==> config.mk <==
export PLATFORM = sky130hd
export DESIGN_NAME = key_matrix_debounce_ghost
export DESIGN_NICKNAME = d
export VERILOG_FILES = /design/src/hw/rtl/kmdg_pkg.sv /design/src/hw/rtl/key_matrix_debounce_ghost.sv /design/src/hw/rtl/kmdg_key_update.sv
export SDC_FILE = /design/constraint.sdc
export NUM_CORES = 2
export LEC_CHECK = 0
export ABC_AREA = 1
export BUFFER_PORTS_ARGS = -buffer_cell sky130_fd_sc_hd__buf_2
export CORE_UTILIZATION = 56
export DETAILED_ROUTE_END_ITERATION = 16
export MAX_ROUTING_LAYER = met4
export PLACE_DENSITY = 0.76
export SLEW_MARGIN = 0
export SYNTH_ARGS = -nofsm -noshare
export SYNTH_HDL_FRONTEND = slang
export SYNTH_SLANG_ARGS = --single-unit
==> constraint.sdc <==
create_clock -name clk -period 6.3 [get_ports clk]
set_input_delay 0.315 -clock clk [delete_from_list [all_inputs] [get_ports clk]]
set_output_delay 0.315 -clock clk [all_outputs]
set_load 0.02 [all_outputs]
==> src/hw/rtl/kmdg_pkg.sv <==
// Shared types and constants for the key matrix debounce and ghost block.
// No dependencies.
`default_nettype none

package kmdg_pkg;

    localparam int KEY_BITS  = 64;
    localparam int STATUS_W  = 8;
    localparam int CFG_IDX_W = 2;

    localparam logic [STATUS_W-1:0] GHOST_TICKS_RESET    = 8'd10;
    localparam logic [STATUS_W-1:0] DEBOUNCE_TICKS_RESET = 8'd25;

    localparam logic [CFG_IDX_W-1:0] REG_GHOST_TICKS    = 2'd0;
    localparam logic [CFG_IDX_W-1:0] REG_DEBOUNCE_TICKS = 2'd1;

    typedef struct packed {
        logic [STATUS_W-1:0] status;
        logic [STATUS_W-1:0] debounce;
    } kmdg_entry_t;

    typedef struct packed {
        logic resolve;
        logic key_open;
        logic crowded;
    } kmdg_key_ctl_t;

endpackage

`default_nettype wire

==> src/hw/rtl/key_matrix_debounce_ghost.sv <==
// Each scan uses the one-read one-write key state memory in two passes: one pass reads
// and writes every key, a second pass resolves ghosts. A new scan is taken only in the idle
// state, after the result is loaded into the output register when that register is free.
// A finished result waits in the output register while the next scan is taken.
// Reset: async active low; per-entry valid flags make every key read as open at once,
// no clearing pass. Registers reset to ghost_ticks 10, debounce_ticks 25.
`default_nettype none

module key_matrix_debounce_ghost
    import kmdg_pkg::*;
#(
    parameter int MATRIX_SIDE = 8
)
(
    input  wire                     clk,
    input  wire                     rst_n,
    input  wire                     cfg_we,
    input  wire [CFG_IDX_W-1:0]     cfg_index,
    input  wire [STATUS_W-1:0]      cfg_data,
    input  wire                     s_tvalid,
    output logic                    s_tready,
    input  wire [71:0]              s_tdata,   // key_open_bits[63:0], extra_key_open[64]
    output logic                    m_tvalid,
    input  wire                     m_tready,
    output logic [135:0]            m_tdata    // settled_bits[63:0], pending_bits[127:64],
                                               // extra_key_pressed[128]
);

    localparam int SLOTS = MATRIX_SIDE * MATRIX_SIDE;
    localparam int SW    = $clog2(SLOTS);
    localparam int RW    = $clog2(MATRIX_SIDE);
    localparam logic [SW-1:0] SLOT_LAST = SW'(SLOTS - 1);
    localparam logic [RW-1:0] COL_LAST  = RW'(MATRIX_SIDE - 1);

    typedef enum logic [4:0] {
        ST_IDLE    = 5'b00001,
        ST_SCAN    = 5'b00010,
        ST_RESOLVE = 5'b00100,
        ST_FINISH  = 5'b01000,
        ST_LOAD    = 5'b10000
    } state_t;

    state_t              state_reg, state_next;
    logic [SW-1:0]       slot_reg, slot_next;
    logic [RW-1:0]       row_reg, row_next;
    logic [RW-1:0]       col_reg, col_next;
    logic                p_valid_reg;
    logic                p_resolve_reg;
    logic [SW-1:0]       p_slot_reg;
    logic [RW-1:0]       p_row_reg;
    logic [RW-1:0]       p_col_reg;
    logic [SLOTS-1:0]    valid_reg;
    logic                rd_valid_reg;
    kmdg_entry_t         rd_q_reg;
    kmdg_entry_t         mem [SLOTS];
    logic [1:0]          row_pop_reg [MATRIX_SIDE];
    logic [1:0]          col_pop_reg [MATRIX_SIDE];
    logic [KEY_BITS-1:0] keys_reg;
    logic [STATUS_W-1:0] ghost_ticks_reg;
    logic [STATUS_W-1:0] debounce_ticks_reg;
    kmdg_entry_t         extra_reg;
    logic [KEY_BITS-1:0] settled_acc_reg;
    logic [KEY_BITS-1:0] pending_acc_reg;
    logic                extra_acc_reg;
    logic                m_tvalid_reg;
    logic [128:0]        m_data_reg;

    logic                issue;
    logic                last_slot;
    logic                accept;
    logic                out_free;
    kmdg_entry_t         cur_entry;
    kmdg_entry_t         upd_entry;
    kmdg_key_ctl_t       key_ctl;
    kmdg_entry_t         extra_upd;
    kmdg_key_ctl_t       extra_ctl;

    assign issue     = (state_reg == ST_SCAN) || (state_reg == ST_RESOLVE);
    assign last_slot = (slot_reg == SLOT_LAST);
    assign s_tready  = (state_reg == ST_IDLE);
    assign accept    = s_tvalid && s_tready;
    assign out_free  = !m_tvalid_reg || m_tready;
    assign cur_entry = rd_valid_reg ? rd_q_reg : '0;

    assign key_ctl.resolve  = p_resolve_reg;
    assign key_ctl.key_open = keys_reg[p_slot_reg];
    assign key_ctl.crowded  = row_pop_reg[p_row_reg][1] && col_pop_reg[p_col_reg][1];

    kmdg_key_update u_key_update (
        .ctl            (key_ctl),
        .ghost_ticks    (ghost_ticks_reg),
        .debounce_ticks (debounce_ticks_reg),
        .entry_in       (cur_entry),
        .entry_out      (upd_entry)
    );

    assign extra_ctl.resolve  = 1'b0;
    assign extra_ctl.key_open = s_tdata[64];
    assign extra_ctl.crowded  = 1'b0;

    kmdg_key_update u_extra_update (
        .ctl            (extra_ctl),
        .ghost_ticks    (ghost_ticks_reg),
        .debounce_ticks (debounce_ticks_reg),
        .entry_in       (extra_reg),
        .entry_out      (extra_upd)
    );

    always_comb
    begin
        state_next = state_reg;
        slot_next  = slot_reg;
        row_next   = row_reg;
        col_next   = col_reg;
        if (issue)
        begin
            slot_next = slot_reg + SW'(1);
            if (col_reg == COL_LAST)
            begin
                col_next = '0;
                row_next = row_reg + RW'(1);
            end
            else
            begin
                col_next = col_reg + RW'(1);
            end
        end
        case (state_reg)
            ST_IDLE:
            begin
                if (accept)
                    state_next = ST_SCAN;
                slot_next = '0;
                row_next  = '0;
                col_next  = '0;
            end
            ST_SCAN:
            begin
                if (last_slot)
                begin
                    state_next = ST_RESOLVE;
                    slot_next  = '0;
                    row_next   = '0;
                    col_next   = '0;
                end
            end
            ST_RESOLVE:
            begin
                if (last_slot)
                    state_next = ST_FINISH;
            end
            ST_FINISH:
            begin
                state_next = ST_LOAD;
            end
            ST_LOAD:
            begin
                if (out_free)
                    state_next = ST_IDLE;
            end
            default:
            begin
                state_next = ST_IDLE;
            end
        endcase
    end

    always_ff @(posedge clk or negedge rst_n)
    begin
        if (!rst_n)
        begin
            state_reg     <= ST_IDLE;
            slot_reg      <= '0;
            row_reg       <= '0;
            col_reg       <= '0;
            p_valid_reg   <= 1'b0;
            p_resolve_reg <= 1'b0;
            rd_valid_reg  <= 1'b0;
        end
        else
        begin
            state_reg     <= state_next;
            slot_reg      <= slot_next;
            row_reg       <= row_next;
            col_reg       <= col_next;
            p_valid_reg   <= issue;
            p_resolve_reg <= (state_reg == ST_RESOLVE);
            if (issue)
                rd_valid_reg <= valid_reg[slot_reg];
        end
    end

    always_ff @(posedge clk)
    begin
        p_slot_reg <= slot_reg;
        p_row_reg  <= row_reg;
        p_col_reg  <= col_reg;
        if (accept)
            keys_reg <= s_tdata[KEY_BITS-1:0];
    end

    // key state memory: read-modify-write, one entry per cycle
    always_ff @(posedge clk)
    begin
        if (p_valid_reg)
            mem[p_slot_reg] <= upd_entry;
        if (issue)
            rd_q_reg <= mem[slot_reg];
    end

    always_ff @(posedge clk or negedge rst_n)
    begin
        if (!rst_n)
            valid_reg <= '0;
        else if (p_valid_reg)
            valid_reg[p_slot_reg] <= 1'b1;
    end

    // saturating row and column counts of active keys
    always_ff @(posedge clk or negedge rst_n)
    begin
        if (!rst_n)
        begin
            for (int i = 0; i < MATRIX_SIDE; i++)
            begin
                row_pop_reg[i] <= '0;
                col_pop_reg[i] <= '0;
            end
        end
        else if (accept)
        begin
            for (int i = 0; i < MATRIX_SIDE; i++)
            begin
                row_pop_reg[i] <= '0;
                col_pop_reg[i] <= '0;
            end
        end
        else if (p_valid_reg && !p_resolve_reg && (upd_entry.status != '0))
        begin
            if (!row_pop_reg[p_row_reg][1])
                row_pop_reg[p_row_reg] <= row_pop_reg[p_row_reg] + 2'd1;
            if (!col_pop_reg[p_col_reg][1])
                col_pop_reg[p_col_reg] <= col_pop_reg[p_col_reg] + 2'd1;
        end
    end

    always_ff @(posedge clk or negedge rst_n)
    begin
        if (!rst_n)
        begin
            ghost_ticks_reg    <= GHOST_TICKS_RESET;
            debounce_ticks_reg <= DEBOUNCE_TICKS_RESET;
        end
        else if (cfg_we)
        begin
            case (cfg_index)
                REG_GHOST_TICKS:    ghost_ticks_reg    <= cfg_data;
                REG_DEBOUNCE_TICKS: debounce_ticks_reg <= cfg_data;
                default:            ;
            endcase
        end
    end

    // extra key settles at once
    always_ff @(posedge clk or negedge rst_n)
    begin
        if (!rst_n)
        begin
            extra_reg     <= '0;
            extra_acc_reg <= 1'b0;
        end
        else if (accept)
        begin
            extra_reg.debounce <= extra_upd.debounce;
            extra_reg.status   <= (extra_upd.status > 8'd1) ? 8'd1 : extra_upd.status;
            extra_acc_reg      <= (extra_upd.status != '0);
        end
    end

    always_ff @(posedge clk)
    begin
        if (accept)
        begin
            settled_acc_reg <= '0;
            pending_acc_reg <= '0;
        end
        else if (p_valid_reg && p_resolve_reg)
        begin
            settled_acc_reg[p_slot_reg] <= (upd_entry.status == 8'd1);
            pending_acc_reg[p_slot_reg] <= (upd_entry.status > 8'd1);
        end
    end

    always_ff @(posedge clk or negedge rst_n)
    begin
        if (!rst_n)
            m_tvalid_reg <= 1'b0;
        else if (state_reg == ST_LOAD && out_free)
            m_tvalid_reg <= 1'b1;
        else if (m_tready)
            m_tvalid_reg <= 1'b0;
    end

    always_ff @(posedge clk)
    begin
        if (state_reg == ST_LOAD && out_free)
            m_data_reg <= {extra_acc_reg, pending_acc_reg, settled_acc_reg};
    end

    assign m_tvalid = m_tvalid_reg;
    assign m_tdata  = {7'd0, m_data_reg};

`ifndef SYNTHESIS
    a_accept_starts_scan: assert property (@(posedge clk) disable iff (!rst_n)
        (s_tvalid && s_tready) |=> (state_reg == ST_SCAN))
        else $error("transfer did not start a scan pass");

    a_no_rmw_overlap: assert property (@(posedge clk) disable iff (!rst_n)
        (p_valid_reg && issue) |-> (p_slot_reg != slot_reg))
        else $error("read and write-back hit the same key entry");

    a_load_pipe_empty: assert property (@(posedge clk) disable iff (!rst_n)
        (state_reg == ST_LOAD) |-> !p_valid_reg)
        else $error("result loaded while a key update is in flight");

    a_out_from_load: assert property (@(posedge clk) disable iff (!rst_n)
        $rose(m_tvalid) |-> $past(state_reg == ST_LOAD))
        else $error("output valid raised outside the load state");
`endif

endmodule

`default_nettype wire

==> src/hw/rtl/kmdg_key_update.sv <==
// Per-key status update: scan step (press, debounce, release) or resolve step
// (ghost hold and settle countdown). Depends on kmdg_pkg.
`default_nettype none

module kmdg_key_update
    import kmdg_pkg::*;
(
    input  wire kmdg_key_ctl_t       ctl,
    input  wire [STATUS_W-1:0]       ghost_ticks,
    input  wire [STATUS_W-1:0]       debounce_ticks,
    input  wire kmdg_entry_t         entry_in,
    output kmdg_entry_t              entry_out
);

    logic [STATUS_W-1:0] press;
    logic [STATUS_W-1:0] deb_dec;

    assign press   = (ghost_ticks == '1) ? '1 : ghost_ticks + 8'd1;
    assign deb_dec = (entry_in.debounce != '0) ? entry_in.debounce - 8'd1 : '0;

    always_comb
    begin
        entry_out = entry_in;
        if (ctl.resolve)
        begin
            if (entry_in.status > 8'd1)
            begin
                if (ctl.crowded)
                begin
                    if (entry_in.debounce != '0)
                        entry_out.status = press;
                    else if (entry_in.status > 8'd2)
                        entry_out.status = entry_in.status - 8'd1;
                end
                else
                begin
                    entry_out.status = entry_in.status - 8'd1;
                end
            end
        end
        else
        begin
            entry_out.debounce = deb_dec;
            if (ctl.key_open)
            begin
                if (deb_dec == '0)
                    entry_out.status = '0;
            end
            else if (entry_in.status == '0)
            begin
                entry_out.status   = press;
                entry_out.debounce = debounce_ticks;
            end
        end
    end

endmodule

`default_nettype wire

==> results.json <==
{
  "synth_area_mm2": 0.0602,
  "slew_headroom_pct": 11.6,
  "worstSetupEndpointType": "flop",
  "ys_ff_latch": 1523,
  "synth_area_per_cell_um2": 12.1,
  "setup_slack_ns": 1.57,
  "yosysSeqAreaShare_pct": 72.4,
  "hpwl_um": 90900,
  "routed_wl_um": 160000,
  "cts_buffers": 148,
  "clock_path_buffers": 3,
  "slowest_delay_ns": 0.93,
  "dieArea_mm2": 0.109,
  "critical_path_buf_inv_count": 1,
  "max_freq_mhz": 211,
  "post-route-min-period_ns": 4.73,
  "synth_cell_type_count": 56,
  "cap_violations": 0,
  "dieHeight_um": 330,
  "post_cts_buffers": 0,
  "rsz0062_at_grt": "no",
  "muxShareOfSynthArea_pct": 0,
  "fillers": 7468,
  "antenna_found_initial": 3,
  "synth_fa_ha_area_share_pct": 0.249,
  "synth_ff_type": "edfxtp_1",
  "cp_max_fo": 55,
  "die_x_um": 330,
  "worstPathRequired_ns": 6.89,
  "slowest_stage": "dfxtp_1",
  "path_cells": "inv_1 > nand2_1 > nand2_1 > nand2_1 > nand2_1 > nand2_1 > nand2_1 > nor2_4 > nand2_4 > nand3_1 > nand2_1 > a21oi_1 > nand2_1 > nor2_4 > nand2_4 > nand2_4 > a21oi_1",
  "hold_buffers": 76,
  "drt_iter0_drc": 5599,
  "drt_first_pass_iters": 6,
  "cts_resized": 0,
  "clk-insertion-delay-late_ns": 0.78,
  "core_mm2": 0.106,
  "timing.setup.tns_ns": 0,
  "routed-via-count": 42100,
  "layout-drive-gt1-share_pct": 12.9,
  "synthXorXnorAreaFrac_pct": 0.262,
  "setup.worst_path.class": "flop to flop",
  "tightest_slew_ns": 1.33,
  "grt_pass1_vias": 40000,
  "peakVddDrop_mv": 0.769,
  "drc": 0,
  "hold_class": "input port to flop",
  "synth-compound-area-share_pct": 12.2,
  "port_buffers": 210,
  "yosys.area_share.simple_pct": 11.7,
  "syn_to_final_growth_pct": 13.7,
  "p_per_area_mw_per_mm2": 450,
  "ys.warnings.count": 0,
  "place_worst_setup_slack_ns": 1.91,
  "netlist_instances": 4987,
  "cts_max_level": 4,
  "synth_async_sr_flop_share_pct": 9.85,
  "setup_violations": 0,
  "wl_per_cell_um": 23.7,
  "ios": 225,
  "clkSinkCount": 1523,
  "critPathLaunchType": "flop",
  "final_nets": 5335,
  "grt_pass1_wl_um": 239000,
  "rows": 119,
  "drt.antenna.violating_nets": 0,
  "overflow": 0,
  "synth-edff-count": 1233,
  "critPathTopFamily": "simple AND/OR/NAND/NOR gates",
  "grtUsageTotal_pct": 30.2,
  "finalMaxSlewViolations": 0,
  "synth_top_family_by_area": "compound AO/OA/AOI/OAI gates",
  "power.leakage_nw": 24.6,
  "clk_pin_slew_ns": 0.06,
  "crit_top_cell": "nand2_1",
  "root_buffer": "clkbuf_16",
  "outcome": "complete, no violations",
  "start_util_pct": 56.8,
  "cts_tree": "done",
  "finClkSkew_ns": 0.0464,
  "routabilityCongestion": 0.912,
  "critPathArrivalTime_ns": 5.33,
  "grt_max_degree": 160,
  "hold_violations": 0,
  "fin_crit_sh_pct": 75.1,
  "largest_register_ffs": 1024,
  "post_drt_via_cell_ratio": 6.23
}
## kinds of logic after synthesis
family / Yosys count
compound gates: 1287
xor+xnor: 18
fa+ha+maj: 12
buf+inv: 489
flops: 1523
other cells: 1
simple gates: 1657
## synthesized netlist by cell type (3+ instances only)
| library cell | count | area share (%) |
|---|---|---|
| nand2_4 | 6 | 0.11 |
| clkbuf_1 | 274 | 1.7 |
| a21oi_2 | 11 | 0.16 |
| nor2_2 | 5 | 0.052 |
| nor3_1 | 97 | 0.81 |
| dfxtp_1 | 140 | 4.7 |
| o21ai_1 | 3 | 0.025 |
| buf_6 | 10 | 0.19 |
| buf_4 | 13 | 0.16 |
| inv_2 | 7 | 0.044 |
| a21oi_1 | 174 | 1.4 |
| a22oi_1 | 3 | 0.037 |
| nand4_1 | 45 | 0.47 |
| nor2_1 | 651 | 4.1 |
| xor2_1 | 14 | 0.20 |
| edfxtp_1 | 1233 | 61 |
| xnor2_1 | 4 | 0.058 |
| o22ai_1 | 157 | 1.6 |
| a22o_1 | 3 | 0.044 |
| clkinv_1 | 10 | 0.062 |
| dfrtp_1 | 144 | 6.0 |
| nand3_1 | 205 | 1.7 |
| inv_1 | 150 | 0.93 |
| ha_1 | 12 | 0.25 |
| or2_2 | 43 | 0.45 |
| buf_2 | 12 | 0.10 |
| dfstp_2 | 6 | 0.26 |
| nand2_2 | 19 | 0.20 |
| nor2_4 | 6 | 0.11 |
| a31oi_1 | 25 | 0.26 |
| o21ai_0 | 742 | 6.2 |
| nand2_1 | 567 | 3.5 |
| nor4_1 | 4 | 0.042 |
| o221ai_1 | 105 | 1.5 |
| nand3b_1 | 3 | 0.037 |
| buf_1 | 12 | 0.075 |
| o211ai_1 | 42 | 0.52 |
| a221o_1 | 8 | 0.13 |
## cell type report
class | instances | area, um2 | area share, %
multi-input cells | 2981 | 14800 | 21.6
clock buffers | 201 | 4060 | 5.92
flip-flops and latches | 1523 | 43600 | 63.7
inverters | 168 | 648 | 0.946
well taps | 1391 | 1740 | 2.54
clock inverters | 74 | 773 | 1.13
diodes | 4 | 10.0 | 0.0146
repair buffers | 414 | 2840 | 4.15
## path summary, 6_finish.rpt
check	startpoint	to	slack [ns]	cells after the start
setup / recovery	p_slot_reg[1]	pending_acc_reg[53]	1.57	17
hold / removal	cfg_we	ghost_ticks_reg[1]	0.14	4
hold reg to reg	row_reg[2]	p_row_reg[2]	0.41	0
max in group asynchronous	rst_n	slot_reg[1]	4.59	3
setup reg to reg	p_slot_reg[1]	pending_acc_reg[53]	1.57	17
min in group asynchronous	rst_n	col_pop_reg[13]	0.26	2
## per-stage QoR
step	hold WS (ns)	cell area [um2]	instances	power [mW]	util, %
3_5_place_dp	0.381	62900	6401	22.0	59.3
5_1_grt	0.198	68500	6755	31.9	64.6
6_report	0.139	68500	6756	30.8	64.6
3_3_place_gp	0.376	62900	6401	21.7	59.3
4_1_cts	0.0980	68500	6752	30.7	64.6
2_1_floorplan	0.0194	60300	4993	19.1	-
## metal layers
layer,part of all wire [%],routed length (um),GRT usage (%)
met4,5.4,8590,15.7
met2,47,74600,46.2
met3,11,17000,5.45
met1,37,59700,38.9
met5,0,0,-
## cells in the final DEF, fill, tap and decap left out, types with 42 or more instances in the layout
cell / Yosys / routed
edfxtp_1: 1233 / 1233
o21ai_0: 742 / 734
nor2_1: 651 / 644
nand2_1: 567 / 566
buf_2: 12 / 209
nand3_1: 205 / 205
a21oi_1: 174 / 174
o22ai_1: 157 / 157
clkbuf_16: 0 / 150
inv_1: 150 / 142
dfrtp_1: 144 / 141
dfxtp_1: 140 / 140
buf_4: 13 / 123
o221ai_1: 105 / 105
nor3_1: 97 / 97
dlygate4sd3_1: 0 / 76
nand4_1: 45 / 45
or2_2: 43 / 43
o211ai_1: 42 / 42
## worst register-to-register path: stages, from the launching register on
cell	delay (ns)
dfxtp_1	0.93
inv_1	0.63
nand2_1	0.25
nand2_1	0.10
nand2_1	0.07
nand2_1	0.12
nand2_1	0.08
nand2_1	0.09
nor2_4	0.35
nand2_4	0.15
nand3_1	0.10
nand2_1	0.05
a21oi_1	0.23
nand2_1	0.14
nor2_4	0.23
nand2_4	0.27
nand2_4	0.59
a21oi_1	0.20
## report_power, final
part / leakage [nW] / internal [mW] / switching [mW]
clock: 2.36 / 4.97 / 3.77
combinational: 7.95 / 1.73 / 6.48
sequential: 14.3 / 13.5 / 0.348
total: 24.6 / 20.2 / 10.6
No activity file was read; power rests on OpenSTA's default activity.
